===== config.mk =====
export PLATFORM = sky130hd
export DESIGN_NAME = arsh_mod_unit
export DESIGN_NICKNAME = d
export VERILOG_FILES = /design/src/rtl/aes_round_sponge_hash_unit_assert.svh /design/src/rtl/arsh_pkg.sv /design/src/rtl/arsh_mod_unit.sv
export SDC_FILE = /design/constraint.sdc
export NUM_CORES = 1
export LEC_CHECK = 0
export ABC_AREA = 0
export BUFFER_PORTS_ARGS = -buffer_cell sky130_fd_sc_hd__buf_2
export CAP_MARGIN = 20
export CORE_ASPECT_RATIO = 2
export CORE_UTILIZATION = 35
export CTS_BUF_LIST = sky130_fd_sc_hd__clkbuf_4 sky130_fd_sc_hd__clkbuf_8 sky130_fd_sc_hd__clkbuf_16
export CTS_CLUSTER_DIAMETER = 150
export DETAILED_ROUTE_END_ITERATION = 8
export PLACE_DENSITY = 0.64
export SLEW_MARGIN = 20
export SYNTH_ARGS = -nofsm -noshare
export SYNTH_HDL_FRONTEND = slang
export SYNTH_SLANG_ARGS = --single-unit

===== constraint.sdc =====
create_clock -name clk_i -period 3.6 [get_ports clk_i]
set_clock_uncertainty 0.15 [all_clocks]
set_input_delay 1.08 -clock clk_i [delete_from_list [all_inputs] [get_ports clk_i]]
set_output_delay 1.08 -clock clk_i [all_outputs]
set_load 0.05 [all_outputs]

===== src/rtl/aes_round_sponge_hash_unit_assert.svh =====
// Assertion macros for the sponge hash unit.
// Depends on nothing; included by the top level.
`ifndef AES_ROUND_SPONGE_HASH_UNIT_ASSERT_SVH
`define AES_ROUND_SPONGE_HASH_UNIT_ASSERT_SVH

// Check that a condition always implies a consequence in the same cycle.
`define ARSH_ASSERT_IMPL(label, clk, rst_n, ante, cons) \
  label: assert property (@(posedge clk) disable iff (!rst_n) (ante) |-> (cons)) \
    else $error("implication check failed");

// Check that a condition implies a consequence in the next cycle.
`define ARSH_ASSERT_NEXT(label, clk, rst_n, ante, cons) \
  label: assert property (@(posedge clk) disable iff (!rst_n) (ante) |=> (cons)) \
    else $error("next-cycle check failed");

`endif


===== src/rtl/arsh_pkg.sv =====
// Shared types, constants and tables of the sponge hash unit.
// Depends on nothing.
package arsh_pkg;

  localparam int unsigned LaneW  = 128;
  localparam int unsigned NLanes = 6;
  localparam int unsigned WordW  = 64;

  localparam logic [2:0] MODE_RESET   = 3'd0;
  localparam logic [2:0] MODE_ABSORB  = 3'd1;
  localparam logic [2:0] MODE_TAIL    = 3'd2;
  localparam logic [2:0] MODE_FLIP    = 3'd3;
  localparam logic [2:0] MODE_SQUEEZE = 3'd4;
  localparam logic [2:0] MODE_DRAW    = 3'd5;

  localparam logic [7:0] TAIL_HDR = 8'hA0;
  localparam logic [7:0] FLIP_XOR = 8'h1F;

  typedef struct packed {
    logic [2:0]  mode;
    logic [63:0] data_lo;
    logic [63:0] data_hi;
    logic [3:0]  tail_length;
    logic [63:0] bound;
  } arsh_in_t;

  typedef struct packed {
    logic [63:0] out_lo;
    logic [63:0] out_hi;
  } arsh_out_t;

  typedef struct packed {
    logic busy;
    logic done;
  } arsh_div_sts_t;

  localparam logic [127:0] INIT_TEXT [NLanes] = '{
    " This Is What I ",
    "   Put In The   ",
    "  State Before  ",
    "  Hashing Your  ",
    "   Stuff With   ",
    "   H A K I !!!  "
  };

  // Put the first character of a text block into byte 0.
  function automatic logic [127:0] init_lane(input int unsigned k);
    logic [127:0] t;
    logic [127:0] r;
    t = INIT_TEXT[k];
    for (int i = 0; i < 16; i++) begin
      r[8*i +: 8] = t[8*(15-i) +: 8];
    end
    return r;
  endfunction

  localparam logic [7:0] SBOX [256] = '{
    8'h63,8'h7c,8'h77,8'h7b,8'hf2,8'h6b,8'h6f,8'hc5,8'h30,8'h01,8'h67,8'h2b,8'hfe,8'hd7,8'hab,8'h76,
    8'hca,8'h82,8'hc9,8'h7d,8'hfa,8'h59,8'h47,8'hf0,8'had,8'hd4,8'ha2,8'haf,8'h9c,8'ha4,8'h72,8'hc0,
    8'hb7,8'hfd,8'h93,8'h26,8'h36,8'h3f,8'hf7,8'hcc,8'h34,8'ha5,8'he5,8'hf1,8'h71,8'hd8,8'h31,8'h15,
    8'h04,8'hc7,8'h23,8'hc3,8'h18,8'h96,8'h05,8'h9a,8'h07,8'h12,8'h80,8'he2,8'heb,8'h27,8'hb2,8'h75,
    8'h09,8'h83,8'h2c,8'h1a,8'h1b,8'h6e,8'h5a,8'ha0,8'h52,8'h3b,8'hd6,8'hb3,8'h29,8'he3,8'h2f,8'h84,
    8'h53,8'hd1,8'h00,8'hed,8'h20,8'hfc,8'hb1,8'h5b,8'h6a,8'hcb,8'hbe,8'h39,8'h4a,8'h4c,8'h58,8'hcf,
    8'hd0,8'hef,8'haa,8'hfb,8'h43,8'h4d,8'h33,8'h85,8'h45,8'hf9,8'h02,8'h7f,8'h50,8'h3c,8'h9f,8'ha8,
    8'h51,8'ha3,8'h40,8'h8f,8'h92,8'h9d,8'h38,8'hf5,8'hbc,8'hb6,8'hda,8'h21,8'h10,8'hff,8'hf3,8'hd2,
    8'hcd,8'h0c,8'h13,8'hec,8'h5f,8'h97,8'h44,8'h17,8'hc4,8'ha7,8'h7e,8'h3d,8'h64,8'h5d,8'h19,8'h73,
    8'h60,8'h81,8'h4f,8'hdc,8'h22,8'h2a,8'h90,8'h88,8'h46,8'hee,8'hb8,8'h14,8'hde,8'h5e,8'h0b,8'hdb,
    8'he0,8'h32,8'h3a,8'h0a,8'h49,8'h06,8'h24,8'h5c,8'hc2,8'hd3,8'hac,8'h62,8'h91,8'h95,8'he4,8'h79,
    8'he7,8'hc8,8'h37,8'h6d,8'h8d,8'hd5,8'h4e,8'ha9,8'h6c,8'h56,8'hf4,8'hea,8'h65,8'h7a,8'hae,8'h08,
    8'hba,8'h78,8'h25,8'h2e,8'h1c,8'ha6,8'hb4,8'hc6,8'he8,8'hdd,8'h74,8'h1f,8'h4b,8'hbd,8'h8b,8'h8a,
    8'h70,8'h3e,8'hb5,8'h66,8'h48,8'h03,8'hf6,8'h0e,8'h61,8'h35,8'h57,8'hb9,8'h86,8'hc1,8'h1d,8'h9e,
    8'he1,8'hf8,8'h98,8'h11,8'h69,8'hd9,8'h8e,8'h94,8'h9b,8'h1e,8'h87,8'he9,8'hce,8'h55,8'h28,8'hdf,
    8'h8c,8'ha1,8'h89,8'h0d,8'hbf,8'he6,8'h42,8'h68,8'h41,8'h99,8'h2d,8'h0f,8'hb0,8'h54,8'hbb,8'h16
  };

endpackage


===== src/rtl/arsh_mod_unit.sv =====
// Bit-serial 64-bit remainder unit, one quotient bit per cycle.
// Depends on arsh_pkg for the status struct.
module arsh_mod_unit (
  input  logic                    clk_i,
  input  logic                    rst_ni,
  input  logic                    start_i,
  input  logic [63:0]             dividend_i,
  input  logic [63:0]             divisor_i,
  output logic [63:0]             rem_o,
  output arsh_pkg::arsh_div_sts_t sts_o
);
  import arsh_pkg::*;

  logic        busy_q, done_q;
  logic [5:0]  cnt_q;
  logic [63:0] num_q, div_q, rem_q;
  logic [64:0] trial;
  logic [64:0] diff;

  assign trial = {rem_q, num_q[63]};
  assign diff  = trial - {1'b0, div_q};

  always_ff @(posedge clk_i or negedge rst_ni) begin
    if (!rst_ni) begin
      busy_q <= 1'b0;
      done_q <= 1'b0;
      cnt_q  <= '0;
    end else begin
      done_q <= 1'b0;
      if (start_i) begin
        busy_q <= 1'b1;
        cnt_q  <= '0;
      end else if (busy_q) begin
        cnt_q <= cnt_q + 6'd1;
        if (cnt_q == 6'd63) begin
          busy_q <= 1'b0;
          done_q <= 1'b1;
        end
      end
    end
  end

  // Shift one dividend bit in, subtract when the divisor fits.
  always_ff @(posedge clk_i) begin
    if (start_i) begin
      num_q <= dividend_i;
      div_q <= divisor_i;
      rem_q <= '0;
    end else if (busy_q) begin
      num_q <= {num_q[62:0], 1'b0};
      rem_q <= diff[64] ? trial[63:0] : diff[63:0];
    end
  end

  assign rem_o      = rem_q;
  assign sts_o.busy = busy_q;
  assign sts_o.done = done_q;

endmodule


==> metrics.cfg <==
[floorplan]
pin_count=197
die-area_um2=34510
rows=94
initial_core_util=0.3572
die-width_um=131.9
core_um2=33050
die_y_um=261.7

[cells_and_area]
final_area_um2=14370
fin_cells=1867
fin_util=0.4348
drive_gt1_frac=0.2703
syn2layout_area_growth_pct=21.75
final_nets=1616

[place]
placed_area_um2=13640
placedCellCount=1828
dp_hpwl_mm=26.53
pre_cts_ws_ps=-5.497
gp_congestion=0.9785
portBuffers=196

[detailed_routing]
drt_pass1_iterations=5
vias_per_cell=5.319
routed_wl_mm=34.70
wl_per_cell_um=18.58
drt_iter0_drc=448
ant_nets=0
drc=0
vias=9931

[timing]
finalCriticalPeriod_ps=3437
fin_hold_ws_ps=297.5
maxSlewViolCount=0
setup_viol=0
worst_slack_ps=162.7
period_share=0.9548
tightest_slew_ps=690.9
rsz0062_at_grt=no
max-slew-margin-rel=0.5394
max_clock_freq_mhz=290.9
final_hold_viol_count=0

[clock_tree]
clk_pin_slew_worst_paths_ps=80
cts_root_buffer=clkbuf_16
htreeDepth=4
cts.sinks=200
clk_path_buf_depth=2
cts_tree=yes
worstSkewPairLatency_ps=460
cts_buffers=17

[global_routing]
first_global_vias=10338
globalRouteOverflowTotal=0
globalRouteTotalUtil=0.2000
grt_first_pass_wirelength_mm=52.92
grt_max_degree=51
antenna_found_initial=1

[critical_path]
cpMaxStageDelayCell=a311o_2
slowest_delay_ps=450
cp-end-kind=flop
arrival_ps=3660
crit_type=flop to flop
cp-start-kind=flop
crit_chain=ha_1 -> fa_1 -> nand2b_4 -> a21oi_2 -> o2111ai_1 -> nand2_1 -> a221oi_4 -> a21o_1 -> a311o_2 -> buf_12 -> mux2_2 -> a211oi_1
path_max_fanout=15
crit_required_ps=3820

[synth]
synth_edf_count=128
ys_ff_latch=200
syn-num-nets=1389
synthDistinctLibCells=67
synth_top_area_frac=0.3256
yosys.area.top_type=edfxtp_1
yosysWarnings=0
yosys_most_used_dff=edfxtp_1
synth_seq_area_share=0.4511
synthTopCellsByArea=edfxtp_1, dfxtp_1, ha_1, mux2_2, a21oi_1
synthesis.area_um2=11800
synth_area_per_cell_um2=9.903
netlist_instances=1192
synth-async-reset-ratio=0.04000

[worst_hold_path]
hp-class=primary input to async pin

[job]
cap_viol_max_count=0

[power]
power.density_nw_per_um2=364.1
irDropWorstVdd_v=0.0003596
p_leak_nw=6.179

[status]
status=completed

-- critical path: cells and delay by family (launching register included) --
kind                     cells  cell delay, ps
AND/OR/NAND/NOR              2             350
multiplexers                 1             270
flip-flops                   1             380
adder cells (fa/ha/maj)      2             650
buffers and inverters        1             180
AO/OA/AOI/OAI                6            1370
-- cells by family after synthesis --
group | count (synthesis) | share of synthesized area
AOI/OAI and AO/OA | 327 | 0.1720
xor gates and xnor gates | 63 | 0.04675
buffers and inverters | 138 | 0.05141
DFF | 200 | 0.4511
muxes | 100 | 0.09201
adders and majority gates | 66 | 0.07060
and+or+nand+nor | 298 | 0.1161
-- final cells by class --
type,count,area [µm²]
Fill cell,3203,18680
Multi-Input combinational cell,854,5951
Sequential cell,200,5329
Timing Repair Buffer,267,1638
Tap cell,432,540.5
Clock buffer,18,432.9
Inverter,79,296.5
Clock inverter,14,176.4
Antenna cell,3,7.507
-- metrics by stage --
| stage | total power (W) | TNS [ps] |
|---|---|---|
| after floorplan | 0.003041 | 0 |
| after global placement | 0.003254 | 0 |
| after detailed placement | 0.003273 | -5.497 |
| after CTS | 0.005293 | 0 |
| after global routing | 0.005435 | 0 |
| final | 0.005233 | 0 |
-- synth_stat cells, types with 10 or more instances --
cell type,number
a211oi_1,46
clkbuf_1,37
nor2_1,103
edfxtp_1,128
nor3_1,14
inv_1,79
dfxtp_1,64
nand3_1,18
ha_1,65
nand4_1,20
mux2_2,64
nand2_1,93
a21o_1,22
buf_2,11
a21oi_1,118
mux2i_1,35
nor2b_1,10
xor2_1,28
o21ai_0,68
o21bai_1,16
xnor2_1,35
-- metal layers --
metal	routed length, µm	track usage	vias to the layer above
met2	18780	0.3795	280
li1	-	-	4799
met1	12430	0.1922	4738
met5	0	0	-
met4	2288	0.1499	0
met3	1201	0.03453	114
-- worst paths after layout --
| path | startpoint | to | slack, ps | cells past startpoint |
|---|---|---|---|---|
| max reg2reg | div_q[0]$_DFFE_PP_ | rem_o[0]$_SDFFE_PP0P_ | 160 | 12 |
| min reg2reg | rem_o[45]$_SDFFE_PP0P_ | rem_o[45]$_SDFFE_PP0P_ | 350 | 2 |
| max in group asynchronous | rst_ni | busy_q$_DFF_PN0_ | 2810 | 1 |
| min in group clk_i | rem_o[45]$_SDFFE_PP0P_ | rem_o[45]$_SDFFE_PP0P_ | 350 | 2 |
| min | rst_ni | cnt_q[5]$_DFFE_PN0P_ | 300 | 1 |
| max | div_q[0]$_DFFE_PP_ | rem_o[0]$_SDFFE_PP0P_ | 160 | 12 |
-- power by group --
part	total [W]	switching [W]	internal [W]
sequential	0.00263	0.0000422	0.00259
combinational	0.000593	0.000329	0.000264
clock	0.00201	0.000999	0.00101
total	0.00523	0.00137	0.00386
-- timing repair --
action | in CTS | in global routing
gates resized for setup | 1 | 12
pin swaps | 0 | 4
setup endpoints to repair | 1 | 49
gates cloned | 0 | 1
hold buffers | 0 | 0
setup buffers | 0 | 3
-- layout by cell type (no fill, tap or decap), types with 8 or more instances in the layout --
| master | n |
|---|---|
| nand3_1 | 18 |
| mux2i_1 | 34 |
| o21ai_0 | 67 |
| buf_4 | 62 |
| mux2_2 | 64 |
| a21oi_1 | 116 |
| nor2b_1 | 10 |
| xnor2_1 | 35 |
| nor3_1 | 13 |
| buf_12 | 8 |
| o211ai_1 | 8 |
| nand2_1 | 93 |
| inv_1 | 78 |
| a211oi_1 | 45 |
| edfxtp_1 | 128 |
| clkbuf_16 | 18 |
| ha_1 | 64 |
| nor2_1 | 102 |
| buf_2 | 195 |
| xor2_1 | 28 |
| a21o_1 | 22 |
| nand4_1 | 20 |
| dfxtp_1 | 64 |
| o21bai_1 | 16 |
| nand2b_1 | 8 |
-- flip-flops by register name, summed over array words and instances, names as in the netlist --
register and cells:
cnt_q 6, busy_q 1, done_q 1, div_q 64, rem_o 64, num_q 64
(Power assumes the default switching activity.)
